===== src/rtl/nlp_pkg.sv =====
// Shared types and character constants for the numeric literal parser.
`timescale 1ns / 1ps
`default_nettype none

package nlp_pkg;

    // Parser phase within one literal
    typedef enum logic [2:0] {
        PH_START     = 3'd0,
        PH_MINUS     = 3'd1,
        PH_ZERO      = 3'd2,
        PH_HEX_EMPTY = 3'd3,
        PH_BIN_EMPTY = 3'd4,
        PH_DEC       = 3'd5,
        PH_HEX       = 3'd6,
        PH_BIN       = 3'd7
    } nlp_phase_t;

    // Running state carried from character to character
    typedef struct packed {
        logic [31:0] acc;
        nlp_phase_t  phase;
        logic        minus;
        logic        err;
    } nlp_state_t;

    localparam logic [7:0] CH_MINUS = 8'h2d;
    localparam logic [7:0] CH_ZERO  = 8'h30;
    localparam logic [7:0] CH_ONE   = 8'h31;
    localparam logic [7:0] CH_NINE  = 8'h39;
    localparam logic [7:0] CH_LC_A  = 8'h61;
    localparam logic [7:0] CH_LC_F  = 8'h66;
    localparam logic [7:0] CH_UC_A  = 8'h41;
    localparam logic [7:0] CH_UC_F  = 8'h46;
    localparam logic [7:0] CH_LC_X  = 8'h78;
    localparam logic [7:0] CH_LC_B  = 8'h62;

    localparam nlp_state_t STATE_CLEAR = '{acc: 32'd0, phase: PH_START, minus: 1'b0,
                                           err: 1'b0};

endpackage : nlp_pkg

`default_nettype wire


===== src/rtl/nlp_in_stage.sv =====
// Input register stage: captures one character transaction per cycle while its slot is free.
`timescale 1ns / 1ps
`default_nettype none

module nlp_in_stage (
    input  wire logic       aclk,
    input  wire logic       aresetn,
    input  wire logic       s_valid,
    output logic            s_ready,
    input  wire logic [7:0] s_char_code,
    input  wire logic       s_is_final,
    input  wire logic       advance,
    output logic            in_valid,
    output logic [7:0]      in_char,
    output logic            in_final
);
    logic       valid_reg;
    logic [7:0] char_reg;
    logic       final_reg;

    // Slot frees up when empty or when the downstream stage consumes it
    assign s_ready = !valid_reg || advance;

    always_ff @(posedge aclk) begin
        if (!aresetn) begin
            valid_reg <= 1'b0;
        end else if (s_ready) begin
            valid_reg <= s_valid;
        end
    end

    // Payload needs no reset
    always_ff @(posedge aclk) begin
        if (s_ready && s_valid) begin
            char_reg  <= s_char_code;
            final_reg <= s_is_final;
        end
    end

    assign in_valid = valid_reg;
    assign in_char  = char_reg;
    assign in_final = final_reg;

endmodule : nlp_in_stage

`default_nettype wire


===== src/rtl/nlp_char_step.sv =====
// Per-character parser update and end-of-literal result formation.
`timescale 1ns / 1ps
`default_nettype none

module nlp_char_step (
    input  wire nlp_pkg::nlp_state_t state_cur,
    input  wire logic [7:0]          char_code,
    output nlp_pkg::nlp_state_t      state_step,
    output logic [31:0]              res_value,
    output logic                     res_ok
);
    import nlp_pkg::*;

    logic        is_dec;
    logic        is_hex;
    logic        is_bin;
    logic [3:0]  hex_val;
    logic [31:0] acc_dec;
    logic [31:0] acc_hex;
    logic [31:0] acc_bin;
    logic [31:0] acc_signed;
    logic        bad;

    // Digit classification
    assign is_dec  = (char_code >= CH_ZERO) && (char_code <= CH_NINE);
    assign is_bin  = (char_code == CH_ZERO) || (char_code == CH_ONE);
    assign is_hex  = is_dec
                   || ((char_code >= CH_LC_A) && (char_code <= CH_LC_F))
                   || ((char_code >= CH_UC_A) && (char_code <= CH_UC_F));
    // Letters a-f and A-F both have low nibble 1..6; adding 9 gives 10..15
    assign hex_val = is_dec ? char_code[3:0] : (char_code[3:0] + 4'd9);

    // Shift-add accumulator updates, modulo 2^32
    assign acc_dec = {state_cur.acc[28:0], 3'b000} + {state_cur.acc[30:0], 1'b0}
                   + {28'd0, char_code[3:0]};
    assign acc_hex = {state_cur.acc[27:0], hex_val};
    assign acc_bin = {state_cur.acc[30:0], char_code[0]};

    // Phase transition
    always_comb begin
        state_step = state_cur;
        unique case (state_cur.phase)
            PH_START, PH_MINUS: begin
                if ((state_cur.phase == PH_START) && (char_code == CH_MINUS)) begin
                    state_step.minus = 1'b1;
                    state_step.phase = PH_MINUS;
                end else if (char_code == CH_ZERO) begin
                    state_step.acc   = 32'd0;
                    state_step.phase = PH_ZERO;
                end else begin
                    state_step.phase = PH_DEC;
                    if (is_dec) begin
                        state_step.acc = {28'd0, char_code[3:0]};
                    end else begin
                        state_step.acc = 32'd0;
                        state_step.err = 1'b1;
                    end
                end
            end
            PH_ZERO: begin
                if (char_code == CH_LC_X) begin
                    state_step.phase = PH_HEX_EMPTY;
                end else if (char_code == CH_LC_B) begin
                    state_step.phase = PH_BIN_EMPTY;
                end else begin
                    state_step.phase = PH_DEC;
                    if (is_dec) state_step.acc = acc_dec;
                    else        state_step.err = 1'b1;
                end
            end
            PH_HEX_EMPTY, PH_HEX: begin
                state_step.phase = PH_HEX;
                if (is_hex) state_step.acc = acc_hex;
                else        state_step.err = 1'b1;
            end
            PH_BIN_EMPTY, PH_BIN: begin
                state_step.phase = PH_BIN;
                if (is_bin) state_step.acc = acc_bin;
                else        state_step.err = 1'b1;
            end
            PH_DEC: begin
                if (is_dec) state_step.acc = acc_dec;
                else        state_step.err = 1'b1;
            end
            default: begin
                state_step = state_cur;
            end
        endcase
    end

    // Result as it would be reported if this character is the last one
    assign bad = state_step.err
              || (state_step.phase == PH_START) || (state_step.phase == PH_MINUS)
              || (state_step.phase == PH_HEX_EMPTY) || (state_step.phase == PH_BIN_EMPTY);
    assign acc_signed = state_step.minus ? (32'd0 - state_step.acc) : state_step.acc;
    assign res_value  = bad ? 32'd0 : acc_signed;
    assign res_ok     = !bad;

endmodule : nlp_char_step

`default_nettype wire


===== src/rtl/number_literal_parser.sv =====
// Numeric literal parser (decimal, 0x hex, 0b binary, optional leading minus).
// Usage:
//   Input channel (s_valid/s_ready): one character per transaction in
//   s_char_code, with s_is_final high on the last character of a literal.
//   Result channel (m_valid/m_ready): one transaction per literal, carrying
//   m_value (modulo 2^32, two's complement when negative) and m_ok. An
//   invalid literal reports m_ok = 0 with m_value = 0.
// Throughput: one character per cycle while the result channel is not stalled,
//   set by the accumulator update (a 32-bit shift or shift-add) between the
//   input register and the parser state register.
// Path: the final character is captured in the input register, then its result
//   is registered in the result register, where m_valid rises.
// Stall: while a result waits on m_ready low, the result register holds and
//   the input register holds one more character; s_ready drops only when
//   both are occupied and the receiver is stalled.
// Reset: aresetn (synchronous, active low) empties both registers and
//   returns the parser to the start of a literal.
`timescale 1ns / 1ps
`default_nettype none

module number_literal_parser (
    input  wire logic        aclk,
    input  wire logic        aresetn,
    input  wire logic        s_valid,
    output logic             s_ready,
    input  wire logic [7:0]  s_char_code,
    input  wire logic        s_is_final,
    output logic             m_valid,
    input  wire logic        m_ready,
    output logic [31:0]      m_value,
    output logic             m_ok
);
    import nlp_pkg::*;

    logic        advance;
    logic        in_valid;
    logic [7:0]  in_char;
    logic        in_final;
    nlp_state_t  state_reg;
    nlp_state_t  state_next;
    nlp_state_t  state_step;
    logic [31:0] res_value;
    logic        res_ok;
    logic        m_valid_reg;
    logic        m_valid_next;
    logic [31:0] m_value_reg;
    logic        m_ok_reg;

    // Pipeline moves whenever the result register can take new data
    assign advance = !m_valid_reg || m_ready;

    nlp_in_stage u_in_stage (
        .aclk        (aclk),
        .aresetn     (aresetn),
        .s_valid     (s_valid),
        .s_ready     (s_ready),
        .s_char_code (s_char_code),
        .s_is_final  (s_is_final),
        .advance     (advance),
        .in_valid    (in_valid),
        .in_char     (in_char),
        .in_final    (in_final)
    );

    nlp_char_step u_char_step (
        .state_cur  (state_reg),
        .char_code  (in_char),
        .state_step (state_step),
        .res_value  (res_value),
        .res_ok     (res_ok)
    );

    // Parser state: clears after the final character of each literal
    always_comb begin
        state_next = state_reg;
        if (in_valid && advance) begin
            state_next = in_final ? STATE_CLEAR : state_step;
        end
    end

    always_comb begin
        m_valid_next = m_valid_reg;
        if (advance) begin
            m_valid_next = in_valid && in_final;
        end
    end

    always_ff @(posedge aclk) begin
        if (!aresetn) begin
            state_reg   <= STATE_CLEAR;
            m_valid_reg <= 1'b0;
        end else begin
            state_reg   <= state_next;
            m_valid_reg <= m_valid_next;
        end
    end

    // Result payload
    always_ff @(posedge aclk) begin
        if (advance && in_valid && in_final) begin
            m_value_reg <= res_value;
            m_ok_reg    <= res_ok;
        end
    end

    assign m_valid = m_valid_reg;
    assign m_value = m_value_reg;
    assign m_ok    = m_ok_reg;

    // A failed literal always reports a zero value
    assert property (@(posedge aclk) disable iff (!aresetn)
        (m_valid && !m_ok) |-> (m_value == 32'd0))
        else $error("error result with nonzero value");

    // Parser returns to the start of a literal after each final character
    assert property (@(posedge aclk) disable iff (!aresetn)
        (in_valid && in_final && advance) |=> (state_reg.phase == PH_START))
        else $error("parser state not cleared after final character");

    // Back-pressure only when both registers are occupied and stalled
    assert property (@(posedge aclk) disable iff (!aresetn)
        !s_ready |-> (in_valid && m_valid_reg && !m_ready))
        else $error("input stalled without a full pipeline");

    // A new result appears only from a final character
    assert property (@(posedge aclk) disable iff (!aresetn)
        (advance && in_valid && !in_final) |=> !m_valid_reg)
        else $error("result produced from a non-final character");

endmodule : number_literal_parser

`default_nettype wire


===== config.mk =====
export PLATFORM = sky130hd
export DESIGN_NAME = number_literal_parser
export DESIGN_NICKNAME = d
export VERILOG_FILES = /design/src/rtl/nlp_pkg.sv /design/src/rtl/nlp_in_stage.sv /design/src/rtl/nlp_char_step.sv /design/src/rtl/number_literal_parser.sv
export SDC_FILE = /design/constraint.sdc
export NUM_CORES = 1
export LEC_CHECK = 0
export BUFFER_PORTS_ARGS = -buffer_cell sky130_fd_sc_hd__clkbuf_2
export CAP_MARGIN = 5
export CORE_AREA = 2 2 114 116
export CTS_CLUSTER_DIAMETER = 80
export DETAILED_ROUTE_END_ITERATION = 8
export DIE_AREA = 0 0 116 118
export PLACE_DENSITY = 0.9
export SLEW_MARGIN = 20
export SYNTH_ARGS = -nofsm -noshare
export SYNTH_HDL_FRONTEND = slang
export SYNTH_SLANG_ARGS = --single-unit

===== constraint.sdc =====
create_clock -name aclk -period 5.81 [get_ports aclk]
set_input_delay 0.2905 -clock aclk [delete_from_list [all_inputs] [get_ports aclk]]
set_output_delay 0.2905 -clock aclk [all_outputs]
set_load 0.1 [all_outputs]

; Word-level counts from Yosys, hierarchy flattened
; Index checks and enable logic that the tools add are counted.
[word_totals]
register_bits = 81
in_bits = 13
output_inout_bits = 35
elab_cells = 86
[classes]
addsub = 4
magnitude_cmp = 6
n_eq_ne = 15
mux = 26
reduce_logical = 25
[ops]
columns = operator, n
row1 = 32-bit two-way mux, 7
row2 = 32-bit one-hot mux with 5 select lines, 1
row3 = 37-bit two-way mux, 1
row4 = 32-bit adder, 1
row5 = 32-bit by 4-bit adder with 32-bit output, 1
row6 = "1-bit by 32-bit subtractor with 32-bit output, first input constant", 1
row7 = "8-bit by 6-bit == test with 1-bit output, second input constant", 3
row8 = "8-bit by 7-bit == test with 1-bit output, second input constant", 2
row9 = "8-bit by 7-bit greater-or-equal comparator with 1-bit output, second input constant", 2
row10 = "8-bit by 7-bit less-or-equal comparator with 1-bit output, second input constant", 2
row11 = "3-bit == test, second input constant", 5
row12 = 3-bit one-hot mux with 4 select lines, 1
row13 = 1-bit two-way mux, 10
row14 = "3-bit by 2-bit == test with 1-bit output, second input constant", 3
row15 = 1-bit logical OR, 9
row16 = "8-bit by 6-bit greater-or-equal comparator with 1-bit output, second input constant", 1
row17 = "8-bit by 6-bit less-or-equal comparator with 1-bit output, second input constant", 1
row18 = 1-bit logical AND, 8
row19 = 4-bit two-way mux, 2
row20 = 7-bit two-way mux, 1
row21 = "3-bit by 1-bit == test with 1-bit output, second input constant", 2
row22 = 3-bit logical NOT, 2
row23 = 3-bit two-way mux, 2
row24 = 2-bit OR reduction, 3
row25 = 3 further kinds, 5

; Depth between registers and ports, before layout
[depth]
word_depth = 12
depth_mapped = 18
mapped_depth_nobuf = 16

; By module
; Synthesis repeated with hierarchy kept, for this count alone.
[unflattened]
hier_cells = 918
area_unflattened_um2 = 7881.3
[modules_own_cells]
columns = module, n_inst, cells_each, area_each_um2, seq_area_each_um2
row1 = nlp_char_step, 1, 701, 4843.4, 0.0
row2 = number_literal_parser, 1, 203, 2710.1, 1751.7
row3 = nlp_in_stage, 1, 14, 327.8, 290.3

; Worst setup path before layout
; OpenSTA, ideal clock, no wires.
[synth_timing]
path_type = register to register
from = register u_in_stage.char_reg[3], in the netlist u_in_stage.in_char[3]
to = register m_value_reg[30], in the netlist m_value[30], data pin
setup_ns = 0.266
t_arrival_ns = 3.883
required_time_ns = 5.544
path_slack_ns = 1.661
path_stages_with_launch = 18
n_path_buf = 2
synth_period_minus_slack_ns = 4.149
cell_sequence = edfxtp_1 > buf_6 > inv_1 > fa_1 > inv_1 > fa_1 > a21o_1 > a221oi_1 > xor2_1 > o22ai_1 > a221o_1 > a2111oi_4 > nor4b_4 > and3_1 > buf_4 > a41oi_1 > xnor2_1 > nor2_1
[synth_between]
elab_chain_len = 10
elab_cells_between_ends = 54
classes_between = 3 x add/sub / 6 x order compare / 8 x eq/ne / 25 x mux / 12 x reduce/logical
[synth_rtl]
columns = item, line
row1 = "start, declared", nlp_in_stage.sv:18  ; logic [7:0] char_reg;
row2 = "start signal, assigned", nlp_in_stage.sv:35  ; char_reg <= s_char_code;
row3 = "parallel branches: the longest is 10 deep, another holds 32-bit by 4-bit adder with 32-bit output", --
row4 = "end signal, assigned", number_literal_parser.sv:101  ; m_value_reg <= res_value;
row5 = "end, declared", number_literal_parser.sv:46  ; logic [31:0] m_value_reg;
; Several ways; the timed one is not identified.
; A chain may end at the register's enable or synchronous reset.

; Worst setup path in the final report
[layout_timing]
from = register u_in_stage.char_reg[1], in the netlist u_in_stage.in_char[1]
to = register m_value_reg[30], in the netlist m_value[30], data pin
; Same word-level chain as after synthesis.

==> flow_summary_export.csv <==
group,metric,value,unit
routing,postRouteAntennaNets,0,
routing,vias_per_cell,6.88,
yosys,synthTopCellsByArea,"edfxtp_1, ha_1, dfxtp_1",
critical_path,crit_path_cell_trace,"inv_1 -> ha_1 -> and2_1 -> o211ai_2 -> buf_4 -> inv_2 -> nor2_1 -> or3_1 -> a221o_1 -> nor4bb_1 -> and3_1 -> and3_1 -> a41oi_1 -> xnor2_1 -> nor2_1",
yosys,async_flop_share,0,%
cells_and_area,diodes,0,
yosys,synth_area_leader_cell,"edfxtp_1",
clocking,clk_pin_slew,0.06,ns
sta,worst_pin_slew,0.801,ns
cells_and_area,drive_above_1_share,11.8,%
sta,setup_violations,0,
hold_path,hp-class,"in2reg",
yosys,syn_area_per_cell,8.47,um2
cells_and_area,nets,968,
routing,first_pass_iters,6,
place,gp_congestion,0.981,
yosys,syn_area,7380,um2
place,dp_slack,0.907,ns
yosys,ys_seq_area_share,27.7,%
yosys,yosys.area.top_type_share,17.1,%
sta,fin_crit_sh,87.4,%
routing,drc,0,
yosys,synth_edf_count,42,
sta,slew_viol_final,0,
pwr,powerDensity,174,nW/um2
floorplan,initial_core_util,59.4,%
critical_path,path_max_fanout,23,
clocking,cts_htree_levels,3,
floorplan,die_w,116,um
yosys,ys_top_cells_by_count,"nand2_1, ha_1, nor2_1",
cells_and_area,final_cells,1065,
sta,rsz0062_at_grt,"no",
clocking,cts_resized,0,
pwr,power.leakage,3.09,nW
floorplan,num_io_pins,48,
run,drv_cap,0,
clocking,cts_hold_buf,0,
yosys,ys_ff_latch,81,
clocking,cts_buffers,9,
routing,vias,7323,
cells_and_area,area_growth,8.58,%
floorplan,rows,41,
critical_path,setup.worst_path.class,"reg2reg",
routing,wl_per_cell,19.6,um
yosys,syn_inst,871,
yosys,ys_types,86,
place,post_dp_cell_area,7690,um2
floorplan,coreArea,12400,um2
floorplan,fp.dieH,118,um
global_route,antenna_found_initial,0,
critical_path,end_kind,"flop",
place,portBuffers,47,
critical_path,worst-endpoint-required,5.91,ns
sta,period_needed,5.08,ns
yosys,yosysMostFrequentCell,"nand2_1",
routing,drt_iter0_drc,966,
global_route,grt_util_all_layers,30.5,%
sta,slew_headroom,46.0,%
clocking,cts_tree,"done",
sta,fin_tns_setup,0,ns
clocking,cts-root-buf,"clkbuf_16",
critical_path,startpoint_type,"flop",
sta,setup_ws,0.734,ns
routing,routed_wl,20.9,mm
clocking,cts.sinks,81,
critical_path,crit_slowest_cell,"or3_1",
yosys,yosysWarnings,0,
floorplan,dieArea,13700,um2
place,dp.cells,1049,
yosys,yosys_most_used_dff,"edfxtp_1",
critical_path,cp.arrival,5.18,ns
pwr,ir_worst_vdd,0.178,mV
sta,holdWs,0.118,ns
global_route,grt_max_degree,40,
global_route,grt_pass1_vias,7049,
sta,finalHoldViolations,0,
global_route,grt_pass1_wl,33.6,mm
cells_and_area,stdcell_area,8010,um2
critical_path,cp_slowest_stage_delay,0.64,ns
clocking,clk_latency,0.35,ns
place,dp_hpwl,15.4,mm
yosys,synth_fp_nets,951,
sta,finClkSkew,0.00593,ns
cells_and_area,largest_register_ffs,37,
global_route,grt_overflow,0,
clocking,clk_path_buf_depth,2,
run_status,status,"complete, no violations",
sta,max_freq,197,MHz
clocking,post_cts_buffers,0,
[critical path, delay by kind of cell, from the launching register on]
kind | cells | cell delay (ns)
buffers and inverters | 3 | 0.71
adders and majority gates | 1 | 0.28
AOI/OAI and AO/OA | 3 | 0.78
and+or+nand+nor | 7 | 2.35
DFF | 1 | 0.48
xor gates and xnor gates | 1 | 0.23
[power by group]
part           switching [mW]  internal [mW]
Combinational           0.121         0.0326
Clock                   0.235          0.375
Sequential             0.0132          0.614
[cells in the final DEF (no fill, tap or decap), types with 7 or more instances in the layout]
cell | synthesis | layout
xnor2_1 | 24 | 24
nor2_1 | 63 | 62
nand4_1 | 10 | 10
a221oi_1 | 11 | 11
xor2_1 | 17 | 17
a22oi_1 | 27 | 27
a222oi_1 | 9 | 9
a221o_1 | 8 | 8
and2_1 | 26 | 26
clkbuf_16 | 0 | 9
mux2i_1 | 13 | 13
nand2_1 | 68 | 68
a31oi_1 | 19 | 19
edfxtp_1 | 42 | 42
clkbuf_2 | 0 | 47
buf_4 | 3 | 9
nor3_1 | 20 | 20
nor2b_1 | 24 | 24
a211oi_1 | 7 | 7
o21ai_0 | 58 | 58
and3_1 | 19 | 19
ha_1 | 65 | 65
inv_1 | 26 | 25
nand3_1 | 20 | 20
or3_1 | 8 | 8
nand2b_1 | 12 | 12
a21o_1 | 8 | 8
a21oi_1 | 55 | 55
dfxtp_1 | 39 | 39
[routing by layer]
metal | wire [um] | vias to the layer above | track usage, %
li1 | - | 3349 | -
met1 | 7740 | 3384 | 36.0
met2 | 10100 | 472 | 50.3
met3 | 1710 | 118 | 4.94
met4 | 1340 | 0 | 19.9
met5 | 0 | - | 0
[cells by family (layout without fill, tap and decap cells)]
logic type | after synthesis | after routing | synth area share (%)
AOI/OAI and AO/OA | 280 | 280 | 26.8
xor gates and xnor gates | 41 | 41 | 4.87
and+or+nand+nor | 305 | 305 | 22.1
muxes | 18 | 18 | 2.53
buffers and inverters | 77 | 99 | 4.22
DFF | 81 | 81 | 27.7
adders and majority gates | 69 | 69 | 11.8
[worst paths after layout]
| path | start | slack [ns] | cells after the start | endpoint |
|---|---|---|---|---|
| setup / recovery | u_in_stage.in_char[1]$_DFFE_PP_ | 0.73 | 15 | m_value[30]$_SDFFCE_PN0P_ |
| hold / removal | s_char_code[2] | 0.12 | 1 | u_in_stage.in_char[2]$_DFFE_PP_ |
| setup reg to reg | u_in_stage.in_char[1]$_DFFE_PP_ | 0.73 | 15 | m_value[30]$_SDFFCE_PN0P_ |
| hold reg to reg | m_valid$_SDFFE_PN0P_ | 0.56 | 2 | m_valid$_SDFFE_PN0P_ |
[final cells by class]
type	count	area [um2]
clock buffers	9	225
clock inverters	7	92.6
fillers	997	4400
inverters	27	101
multi-input cells	713	5030
flip-flops and latches	81	2040
well taps	172	215
repair buffers	56	303
[metrics by stage]
stage | power [mW] | util, %
after floorplan | 0.761 | -
after CTS | 1.38 | 64.5
final | 1.39 | 64.5
after detailed placement | 0.789 | 61.9
after global placement | 0.786 | 61.9
after global routing | 1.42 | 64.5
Note: power is estimated with default switching activity, not from simulation.
